[src/hw/rtl/bsort_pkg.sv]
// Package: constants, types and state codes shared by the byte sorter files.
`timescale 1ns / 1ps
`default_nettype none

package bsort_pkg;

  localparam int CAPACITY = 16;
  localparam int BYTE_W   = 8;
  localparam int CNT_W    = $clog2(CAPACITY + 1);

  typedef logic [BYTE_W-1:0] byte_t;
  typedef logic [CNT_W-1:0]  cnt_t;

  typedef enum logic {
    ST_LOAD,
    ST_DRAIN
  } state_t;

  // Per-cycle command broadcast to every cell in the chain.
  typedef struct packed {
    logic  insert;
    logic  shift;
    byte_t din;
  } cell_ctrl_t;

endpackage

`default_nettype wire

[src/hw/rtl/bsort_ifs.sv]
// Interfaces: input byte channel and sorted result channel.
`timescale 1ns / 1ps
`default_nettype none

interface bsort_in_if;
  logic                          valid;
  logic                          ready;
  logic [bsort_pkg::BYTE_W-1:0]  data_byte;
  logic                          last_flag;

  modport source (output valid, output data_byte, output last_flag, input ready);
  modport sink   (input valid, input data_byte, input last_flag, output ready);
endinterface

interface bsort_out_if;
  logic                          valid;
  logic                          ready;
  logic [bsort_pkg::BYTE_W-1:0]  sorted_byte;
  logic                          end_of_run;
  logic                          overflow;

  modport source (output valid, output sorted_byte, output end_of_run, output overflow,
                  input ready);
  modport sink   (input valid, input sorted_byte, input end_of_run, input overflow,
                  output ready);
endinterface

`default_nettype wire

[src/hw/rtl/bsort_cell.sv]
// Sorter cell: one stored byte; insert from left neighbor or din, shift from right one.
`timescale 1ns / 1ps
`default_nettype none

module bsort_cell (
  input  wire                     clk,
  input  bsort_pkg::cell_ctrl_t   ctrl,
  input  wire                     occupied,
  input  wire                     left_gt,
  input  bsort_pkg::byte_t        left_val,
  input  bsort_pkg::byte_t        right_val,
  output bsort_pkg::byte_t        val,
  output logic                    gt
);
  import bsort_pkg::*;

  byte_t val_r;
  byte_t val_nxt;

  assign val = val_r;
  assign gt  = occupied && (val_r > ctrl.din);

  always_comb begin
    val_nxt = val_r;
    if (ctrl.insert) begin
      if (left_gt) begin
        val_nxt = left_val;
      end else if (gt || !occupied) begin
        val_nxt = ctrl.din;
      end
    end else if (ctrl.shift) begin
      val_nxt = right_val;
    end
  end

  always_ff @(posedge clk) begin
    val_r <= val_nxt;
  end

endmodule

`default_nettype wire

[src/hw/rtl/bsort_chain.sv]
// Sorter chain: row of cells kept in ascending order, head cell is the smallest byte.
`timescale 1ns / 1ps
`default_nettype none

module bsort_chain (
  input  wire                    clk,
  input  bsort_pkg::cell_ctrl_t  ctrl,
  input  bsort_pkg::cnt_t        count,
  output bsort_pkg::byte_t       head
);
  import bsort_pkg::*;

  byte_t             vals [CAPACITY];
  logic [CAPACITY-1:0] gts;
  logic [CAPACITY-1:0] occ;

  for (genvar i = 0; i < CAPACITY; i++) begin : g_cell
    byte_t left_val;
    byte_t right_val;
    logic  left_gt;

    assign occ[i] = cnt_t'(i) < count;

    if (i == 0) begin : g_first
      assign left_val = '0;
      assign left_gt  = 1'b0;
    end else begin : g_mid
      assign left_val = vals[i-1];
      assign left_gt  = gts[i-1];
    end

    if (i == CAPACITY - 1) begin : g_last
      assign right_val = vals[i];
    end else begin : g_inner
      assign right_val = vals[i+1];
    end

    bsort_cell u_cell (
      .clk       (clk),
      .ctrl      (ctrl),
      .occupied  (occ[i]),
      .left_gt   (left_gt),
      .left_val  (left_val),
      .right_val (right_val),
      .val       (vals[i]),
      .gt        (gts[i])
    );
  end

  assign head = vals[0];

endmodule

`default_nettype wire

[src/hw/rtl/byte_array_sorter_core.sv]
// Top level: byte run loader and sorted drain around an insertion chain.
//
//   channel   dir  beat contents
//   in_bus    in   data_byte[7:0], last_flag
//   out_bus   out  sorted_byte[7:0], end_of_run, overflow
//
// Load: one byte per cycle; each byte is inserted into the chain as it is accepted.
// After last_flag, n beats drain from the head cell, one per cycle while ready is high.
// in_bus.ready is low while a run drains; bytes past CAPACITY are dropped and flagged.
// Reset clears state, count and overflow flag; cell contents are not reset.
// Output stalls hold the head cell and the count.
`timescale 1ns / 1ps
`default_nettype none

module byte_array_sorter_core (
  input  wire              clk,
  input  wire              rst_n,
  bsort_in_if.sink         in_bus,
  bsort_out_if.source      out_bus
);
  import bsort_pkg::*;

  state_t     state_r, state_nxt;
  cnt_t       count_r, count_nxt;
  logic       ovf_r, ovf_nxt;
  cell_ctrl_t ctrl;
  byte_t      head;
  logic       in_fire;
  logic       out_fire;
  logic       full;

  assign in_bus.ready        = (state_r == ST_LOAD);
  assign out_bus.valid       = (state_r == ST_DRAIN);
  assign out_bus.sorted_byte = head;
  assign out_bus.end_of_run  = (count_r == cnt_t'(1));
  assign out_bus.overflow    = ovf_r;

  assign in_fire  = in_bus.valid && in_bus.ready;
  assign out_fire = out_bus.valid && out_bus.ready;
  assign full     = (count_r == cnt_t'(CAPACITY));

  assign ctrl.insert = in_fire && !full;
  assign ctrl.shift  = out_fire;
  assign ctrl.din    = in_bus.data_byte;

  bsort_chain u_chain (
    .clk   (clk),
    .ctrl  (ctrl),
    .count (count_r),
    .head  (head)
  );

  always_comb begin
    state_nxt = state_r;
    count_nxt = count_r;
    ovf_nxt   = ovf_r;
    case (state_r)
      ST_LOAD: begin
        if (in_fire) begin
          if (full) begin
            ovf_nxt = 1'b1;
          end else begin
            count_nxt = count_r + cnt_t'(1);
          end
          if (in_bus.last_flag) begin
            state_nxt = ST_DRAIN;
          end
        end
      end
      ST_DRAIN: begin
        if (out_fire) begin
          count_nxt = count_r - cnt_t'(1);
          if (count_r == cnt_t'(1)) begin
            state_nxt = ST_LOAD;
            ovf_nxt   = 1'b0;
          end
        end
      end
      default: begin
        state_nxt = ST_LOAD;
        count_nxt = '0;
        ovf_nxt   = 1'b0;
      end
    endcase
  end

  always_ff @(posedge clk) begin
    if (!rst_n) begin
      state_r <= ST_LOAD;
      count_r <= '0;
      ovf_r   <= 1'b0;
    end else begin
      state_r <= state_nxt;
      count_r <= count_nxt;
      ovf_r   <= ovf_nxt;
    end
  end

`ifndef SYNTHESIS
  a_drain_nonempty: assert property (@(posedge clk) disable iff (!rst_n)
    out_bus.valid |-> (count_r != '0))
    else $error("drain with empty chain");

  a_count_bound: assert property (@(posedge clk) disable iff (!rst_n)
    count_r <= cnt_t'(CAPACITY))
    else $error("count past capacity");

  a_run_end_reload: assert property (@(posedge clk) disable iff (!rst_n)
    (out_fire && out_bus.end_of_run) |=> (in_bus.ready && count_r == '0 && !ovf_r))
    else $error("run end did not return to load");

  a_last_starts_drain: assert property (@(posedge clk) disable iff (!rst_n)
    (in_fire && in_bus.last_flag) |=> out_bus.valid)
    else $error("last beat did not start drain");
`endif

endmodule

`default_nettype wire

[src/flat_wrapper.sv]
// flat-port wrapper written by rule: the top's interface ports become plain ports
module byte_array_sorter_core_flat import bsort_pkg::*;
  (clk, rst_n, in_bus_valid, in_bus_data_byte, in_bus_last_flag, in_bus_ready, out_bus_valid, out_bus_sorted_byte, out_bus_end_of_run, out_bus_overflow, out_bus_ready);
  bsort_in_if in_bus_i ();
  bsort_out_if out_bus_i ();
  input  wire clk;
  input  wire rst_n;
  input wire logic [$bits(in_bus_i.valid)-1:0] in_bus_valid;
  input wire logic [$bits(in_bus_i.data_byte)-1:0] in_bus_data_byte;
  input wire logic [$bits(in_bus_i.last_flag)-1:0] in_bus_last_flag;
  output wire logic [$bits(in_bus_i.ready)-1:0] in_bus_ready;
  output wire logic [$bits(out_bus_i.valid)-1:0] out_bus_valid;
  output wire logic [$bits(out_bus_i.sorted_byte)-1:0] out_bus_sorted_byte;
  output wire logic [$bits(out_bus_i.end_of_run)-1:0] out_bus_end_of_run;
  output wire logic [$bits(out_bus_i.overflow)-1:0] out_bus_overflow;
  input wire logic [$bits(out_bus_i.ready)-1:0] out_bus_ready;
  assign in_bus_i.valid = in_bus_valid;
  assign in_bus_i.data_byte = in_bus_data_byte;
  assign in_bus_i.last_flag = in_bus_last_flag;
  assign in_bus_ready = in_bus_i.ready;
  assign out_bus_valid = out_bus_i.valid;
  assign out_bus_sorted_byte = out_bus_i.sorted_byte;
  assign out_bus_end_of_run = out_bus_i.end_of_run;
  assign out_bus_overflow = out_bus_i.overflow;
  assign out_bus_i.ready = out_bus_ready;
  byte_array_sorter_core u_core (.clk(clk), .rst_n(rst_n), .in_bus(in_bus_i), .out_bus(out_bus_i));
endmodule
[config.mk]
export PLATFORM = sky130hd
export DESIGN_NAME = byte_array_sorter_core_flat
export DESIGN_NICKNAME = d
export VERILOG_FILES = /design/src/hw/rtl/bsort_pkg.sv /design/src/hw/rtl/bsort_ifs.sv /design/src/hw/rtl/bsort_cell.sv /design/src/hw/rtl/bsort_chain.sv /design/src/hw/rtl/byte_array_sorter_core.sv /design/src/flat_wrapper.sv
export SDC_FILE = /design/constraint.sdc
export NUM_CORES = 1
export LEC_CHECK = 0
export BUFFER_PORTS_ARGS = -buffer_cell sky130_fd_sc_hd__buf_2
export CAP_MARGIN = 20
export CORE_MARGIN = 3
export CORE_UTILIZATION = 35
export DETAILED_ROUTE_END_ITERATION = 10
export PLACE_DENSITY = 0.54
export SLEW_MARGIN = 20
export SYNTH_ARGS = -nofsm -noshare
export SYNTH_HDL_FRONTEND = slang
export SYNTH_SLANG_ARGS = --single-unit
[constraint.sdc]
create_clock -name clk -period 2.7 [get_ports clk]
set_input_delay 0.27 -clock clk [delete_from_list [all_inputs] [get_ports clk]]
set_output_delay 0.27 -clock clk [all_outputs]
set_load 0.03 [all_outputs]
==> key figures, run 1 <==
Status
  – Outcome: completed

Layout
  – Final Cell Area: between 10000 and 15000 um^2
  – Final design utilization: 0.423
  – Final non-filler cell total: roughly 1600
  – Area Overhead vs Synth: 17.5%
  – Filler Cell Count: 2851
  – Register Area: 3980 um^2
  – Nets: approximately 1300
  – Multi-input logic area: slightly above 6000 um^2
  – Share of post-route cells with drive strength above 1: 0.156

Die
  – Die H: between 150 and 200 um
  – Num ports: 25
  – Die area: between 30000 and 40000 um^2
  – Horiz. Die Dim: roughly 180 um
  – Rows: slightly above 60
  – Initial core utilization: 0.360
  – Core ar.: a little under 30000 um^2

GRT
  – GRT Overall Usage: 0.238
  – Initial antenna violation count: 0
  – Largest net degree at the start of global routing: ~140
  – First-pass GRT wire length: around 57000 um
  – Gr ovfl total: 0
  – Number of global-route vias before repair: about 9500

Worst setup path
  – Worst setup EP type: flip-flop
  – Startpoint Class: flip-flop
  – Worst reg2reg path depth: 8
  – Setup CP Type: reg -> reg
  – CP Max Fanout: 28
  – Required time worst endpoint: about 2900 ps
  – Crit path DAT: roughly 2700 ps

Hold path
  – Hold path depth: 2
  – Hold crit path type: in -> reg

Placed design
  – DP Worst Slack: -8.74 ps
  – I/O Buffers: 24
  – Placed cells: 1557
  – DP HPWL: between 20000 and 30000 um
  – GP Congestion: around 0.87
  – Placed instance area: roughly 12000 um^2

Synthesis
  – Top-count cell post-synth: ha_1
  – Netlist cell types: 61
  – Synth top area share: 0.367
  – Ys flop type: edfxtp_1
  – Area leader, netlist: edfxtp_1
  – Post-synth net total: 1256
  – Syn Inst Count: around 1100
  – Most frequent cells after synthesis: ha_1 (132), edfxtp_1 (128), nand2_1 (116)
  – Synth top area cells: edfxtp_1 (37%), ha_1 (16%), nand2_1 (4.2%), nand3_1 (4.0%), a221o_1 (3.9%)
  – Number of synthesized flops with an enable pin: 128
  – Synth warnings: 0
  – Share of flip-flops with an asynchronous set or reset: 0
  – Register area share after synthesis: 0.380
  – Mapped cell area: ~10000 um^2
  – Synth Area per Inst: around 9.4 um^2
  – Synth Register Bits: ~140

Clocking
  – Clock Tree Buf Depth: 2
  – Post-CTS sizing: 0
  – Clock sink count: 135
  – CTS Root Cell: clkbuf_16
  – H-tree depth: 4
  – Post-CTS Hold Buffers: 0
  – Total setup buffers inserted after CTS: 0
  – Clock transition at the registers of the reported paths: roughly 70 ps
  – TritonCTS clock tree: yes
  – Total CTS buffers: 17
  – Clk Latency, worst-skew pair: roughly 440 ps

Pwr
  – VDD IR-drop max: 0.355 mV
  – Total power: about 8 mW
  – Lkg Pwr: ~4.8 nW
  – Power Density: approximately 650 nW/um^2

Timing
  – Period minus WS final: ~2500 ps
  – Final setup margin: around 170 ps
  – Fmax achieved: between 300 and 400 MHz
  – Worst slew pin tran: approximately 850 ps
  – Rel. slew slack: 0.432
  – Final Hold Vio Count: 0
  – Max Slew Vio Count: 0
  – Final setup viols: 0
  – RSZ-0062 raised after global routing: no
  – Final Skew: approximately 14 ps
  – Crit share post-route: 0.935

Routing
  – Antenna-violating nets left: 0
  – First-pass detailed-route iteration total: 5
  – Post-Route WL: ~38000 um
  – Starting DRT DRC Count: between 800 and 900
  – Vias per cell: approximately 6.1
  – Drt drc: 0
  – Drt wl/cell: roughly 24 um
  – Via count: between 9000 and 10000

Run
  – Max-capacitance violation count: 0
logic make-up after synthesis:
kind of cell | after synthesis | synth area share
xor+xnor | 3 | 0.00251
fa+ha+maj | 132 | 0.158
compound gates | 343 | 0.223
buf+inv | 97 | 0.0415
simple gates | 392 | 0.186
mux | 9 | 0.00956
flops | 135 | 0.380
registers in the layout, indices dropped and copies added, names as in the netlist:
register                          count
u_core.u_chain.g_cell.u_cell.val    128
u_core.out_bus.overflow               1
u_core.out_bus.valid                  1
u_core.count_r                        5
metrics by stage:
stage / TNS (ps) / hold WS, ps
2_1_floorplan: 0 / 392
3_3_place_gp: 0 / 546
3_5_place_dp: -67.9 / 563
4_1_cts: 0 / 112
5_1_grt: 0 / 134
6_report: 0 / 124
layout make-up:
type,instances,share of cell area
Clock inverter,15,0.0147
Sequential cell,135,0.324
Inverter,31,0.00945
Clock buffer,17,0.0346
Timing Repair Buffer,128,0.0829
Tap cell,384,0.0390
Multi-Input combinational cell,879,0.496
Antenna cell,1,0.000203
metal layers:
layer | up-vias | global-route usage | part of all wire
met1 | 4724 | 0.331 | 0.45
met4 | 0 | 0.0834 | 0.028
met2 | 417 | 0.378 | 0.45
met3 | 74 | 0.0362 | 0.064
li1 | 4546 | - | -
met5 | - | 0 | 0
power by group:
| part | total, mW | internal [mW] | switching [mW] |
|---|---|---|---|
| clock network | 2.44 | 1.33 | 1.11 |
| registers | 3.09 | 2.73 | 0.355 |
| logic | 2.46 | 0.955 | 1.51 |
cell usage in the layout, fill, tap and decap left out, types with 8 or more instances in the layout:
master     count
buf_2         24
nand2_1      115
o211ai_1      40
o2111ai_1     15
edfxtp_1     128
and4_1         8
clkbuf_16     17
nand3_1       84
a21oi_1       66
o21ai_0       75
a211o_1       10
a221o_1       41
buf_12         8
ha_1         132
nand4_1       42
mux2_2         8
buf_4         95
nor3_1        30
and3_1         8
inv_1         31
a21o_1        15
nor2b_1       17
nor2_1        49
a31oi_1       34
worst max-delay path: stages, from the launching register on:
cell	delay, ps
dfxtp_1	410
inv_1	120
ha_1	150
nand4bb_1	270
nand2_4	300
buf_4	370
nor2_1	110
buf_4	200
a221o_1	330
path summary, 6_finish.rpt:
check | startpoint | end | slack [ps]
worst max-delay path | u_core.count_r[0]$_SDFFE_PN0P_ | u_core.u_chain.g_cell[11].u_cell.val[7]$_DFFE_PP_ | 170
worst min-delay path | rst_n | u_core.count_r[4]$_SDFFE_PN0P_ | 120
worst max register to register | u_core.count_r[0]$_SDFFE_PN0P_ | u_core.u_chain.g_cell[11].u_cell.val[7]$_DFFE_PP_ | 170
worst min register to register | u_core.out_bus.overflow$_SDFFE_PN0P_ | u_core.out_bus.overflow$_SDFFE_PN0P_ | 590
(Power assumes the default switching activity.)
==> run 2: changes to the inputs <==
CORE_MARGIN = 4   (was 3)
PLACE_DENSITY = unset   (was 0.54)
==> key figures, run 2 (synthesis gave the netlist of run 1 again) <==
Status
  – Outcome: completed

Layout
  – Largest register FFs: ~130
  – Share of post-route cells with drive strength above 1: 0.165
  – Final Cell Area: 12300 um^2
  – Highest-count cells in the layout ignoring fill and taps: ha_1 (132), edfxtp_1 (128), nand2_1 (115)
  – Most common cell after layout, fill and taps aside: ha_1
  – Nets: approximately 1400
  – Final design utilization: 0.418
  – Area Overhead vs Synth: 17.8%
  – # diodes: 0

Routing
  – Antenna-violating nets left: 0
  – Post-Route WL: 36700 um
  – Drt wl/cell: ~23 um
  – Via count: roughly 9900
  – Vias per cell: between 6 and 7
  – Drt drc: 0
  – First-pass detailed-route iteration total: 6
  – Starting DRT DRC Count: a little over 1000

Pwr
  – VDD IR-drop max: between 0.4 and 0.5 mV
  – Lkg Pwr: ~5 nW
  – Power Density: about 640 nW/um^2

Clocking
  – Clk Latency, worst-skew pair: approximately 440 ps
  – Clock transition at the registers of the reported paths: roughly 60 ps
  – TritonCTS clock tree: yes
  – H-tree depth: 4
  – CTS Root Cell: clkbuf_16
  – Clock Tree Buf Depth: 2
  – Total setup buffers inserted after CTS: 0
  – Post-CTS sizing: 0
  – Post-CTS Hold Buffers: 0
  – Clock sink count: approximately 140
  – Total CTS buffers: 17

Die
  – Num ports: 25
  – Die H: ~180 um
  – Die area: between 30000 and 40000 um^2
  – Horiz. Die Dim: ~180 um
  – Core ar.: roughly 30000 um^2
  – Rows: 63
  – Initial core utilization: 0.354

Placed design
  – I/O Buffers: 24
  – DP HPWL: around 27000 um
  – GP Congestion: about 0.9
  – Placed instance area: 11800 um^2

Worst setup path
  – CP Max Fanout: 8
  – Startpoint Class: flip-flop
  – Setup CP Type: reg -> reg
  – R2R setup slack: 110 ps
  – Required time worst endpoint: 2750 ps
  – Worst setup EP type: flip-flop
  – Worst reg2reg path depth: 6
  – Crit path DAT: about 2600 ps

Timing
  – Fin Setup TNS: 0 ps
  – Final Hold Vio Count: 0
  – Period minus WS final: 2590 ps
  – Fmax achieved: 386 MHz
  – Max Slew Vio Count: 0
  – Rel. slew slack: 0.299
  – Crit share post-route: 0.959
  – RSZ-0062 raised after global routing: no
  – Final Skew: between 10 and 15 ps
  – Worst slew pin tran: around 1100 ps
  – WHS: around 140 ps
  – Final setup viols: 0

GRT
  – Initial antenna violation count: 0
  – Largest net degree at the start of global routing: about 130
  – First-pass GRT wire length: about 56000 um
  – GRT Overall Usage: 0.220
  – Number of global-route vias before repair: roughly 9400
  – Gr ovfl total: 0

Run
  – Max-capacitance violation count: 0

Hold path
  – Hold path depth: 2
  – Hold crit path type: in -> reg
## run 2: cell count changes in the layout (fill, tap and decap cells not counted), moves of 2 or more
cell and change:
clkinv_8 -2, clkinvlp_4 +4, buf_12 -3, clkinv_2 +2, inv_8 -6, buf_4 +18
## run 2: power breakdown
group | internal (mW) | leakage (nW) | switching, mW
registers | 2.73 | 1.31 | 0.332
logic | 0.964 | 3.28 | 1.51
clock network | 1.37 | 0.269 | 1.02
## run 2: area by class of cell
type,instances,area (um^2)
Timing Repair Buffer,142,1070
Sequential cell,135,3980
Clock buffer,18,429
Inverter,31,116
Tap cell,390,488
Fill cell,2906,17200
Clock inverter,14,151
Multi-Input combinational cell,879,6100
## run 2: worst max-delay path: stages (launching register included)
cell      delay (ps)
edfxtp_1         410
ha_1             330
nand4_1          160
buf_4            180
a211o_1          250
or2_1            240
a31oi_1          640
## run 2: path summary, 6_finish.rpt
kind,from,to
max,u_core.u_chain.g_cell[12].u_cell.val[7]$_DFFE_PP_,u_core.u_chain.g_cell[13].u_cell.val[7]$_DFFE_PP_
min,rst_n,u_core.count_r[0]$_SDFFE_PN0P_
max reg2reg,u_core.u_chain.g_cell[12].u_cell.val[7]$_DFFE_PP_,u_core.u_chain.g_cell[13].u_cell.val[7]$_DFFE_PP_
min reg2reg,u_core.out_bus.overflow$_SDFFE_PN0P_,u_core.out_bus.overflow$_SDFFE_PN0P_
## run 2: through the flow
stage	instances	worst slack [ps]	total power, mW
floorplan	1111	11.5	4.54
global placement	1577	43.4	5.46
detailed placement	1577	-48.7	5.51
CTS	1609	103	7.88
global route	1609	9.33	8.32
finish	1609	112	7.92
## run 2: layer usage
layer	track usage	vias up	share of wire
li1	-	4571	-
met1	0.296	4796	0.43
met4	0.0763	0	0.034
met2	0.365	452	0.46
met5	0	-	0
met3	0.0288	74	0.073
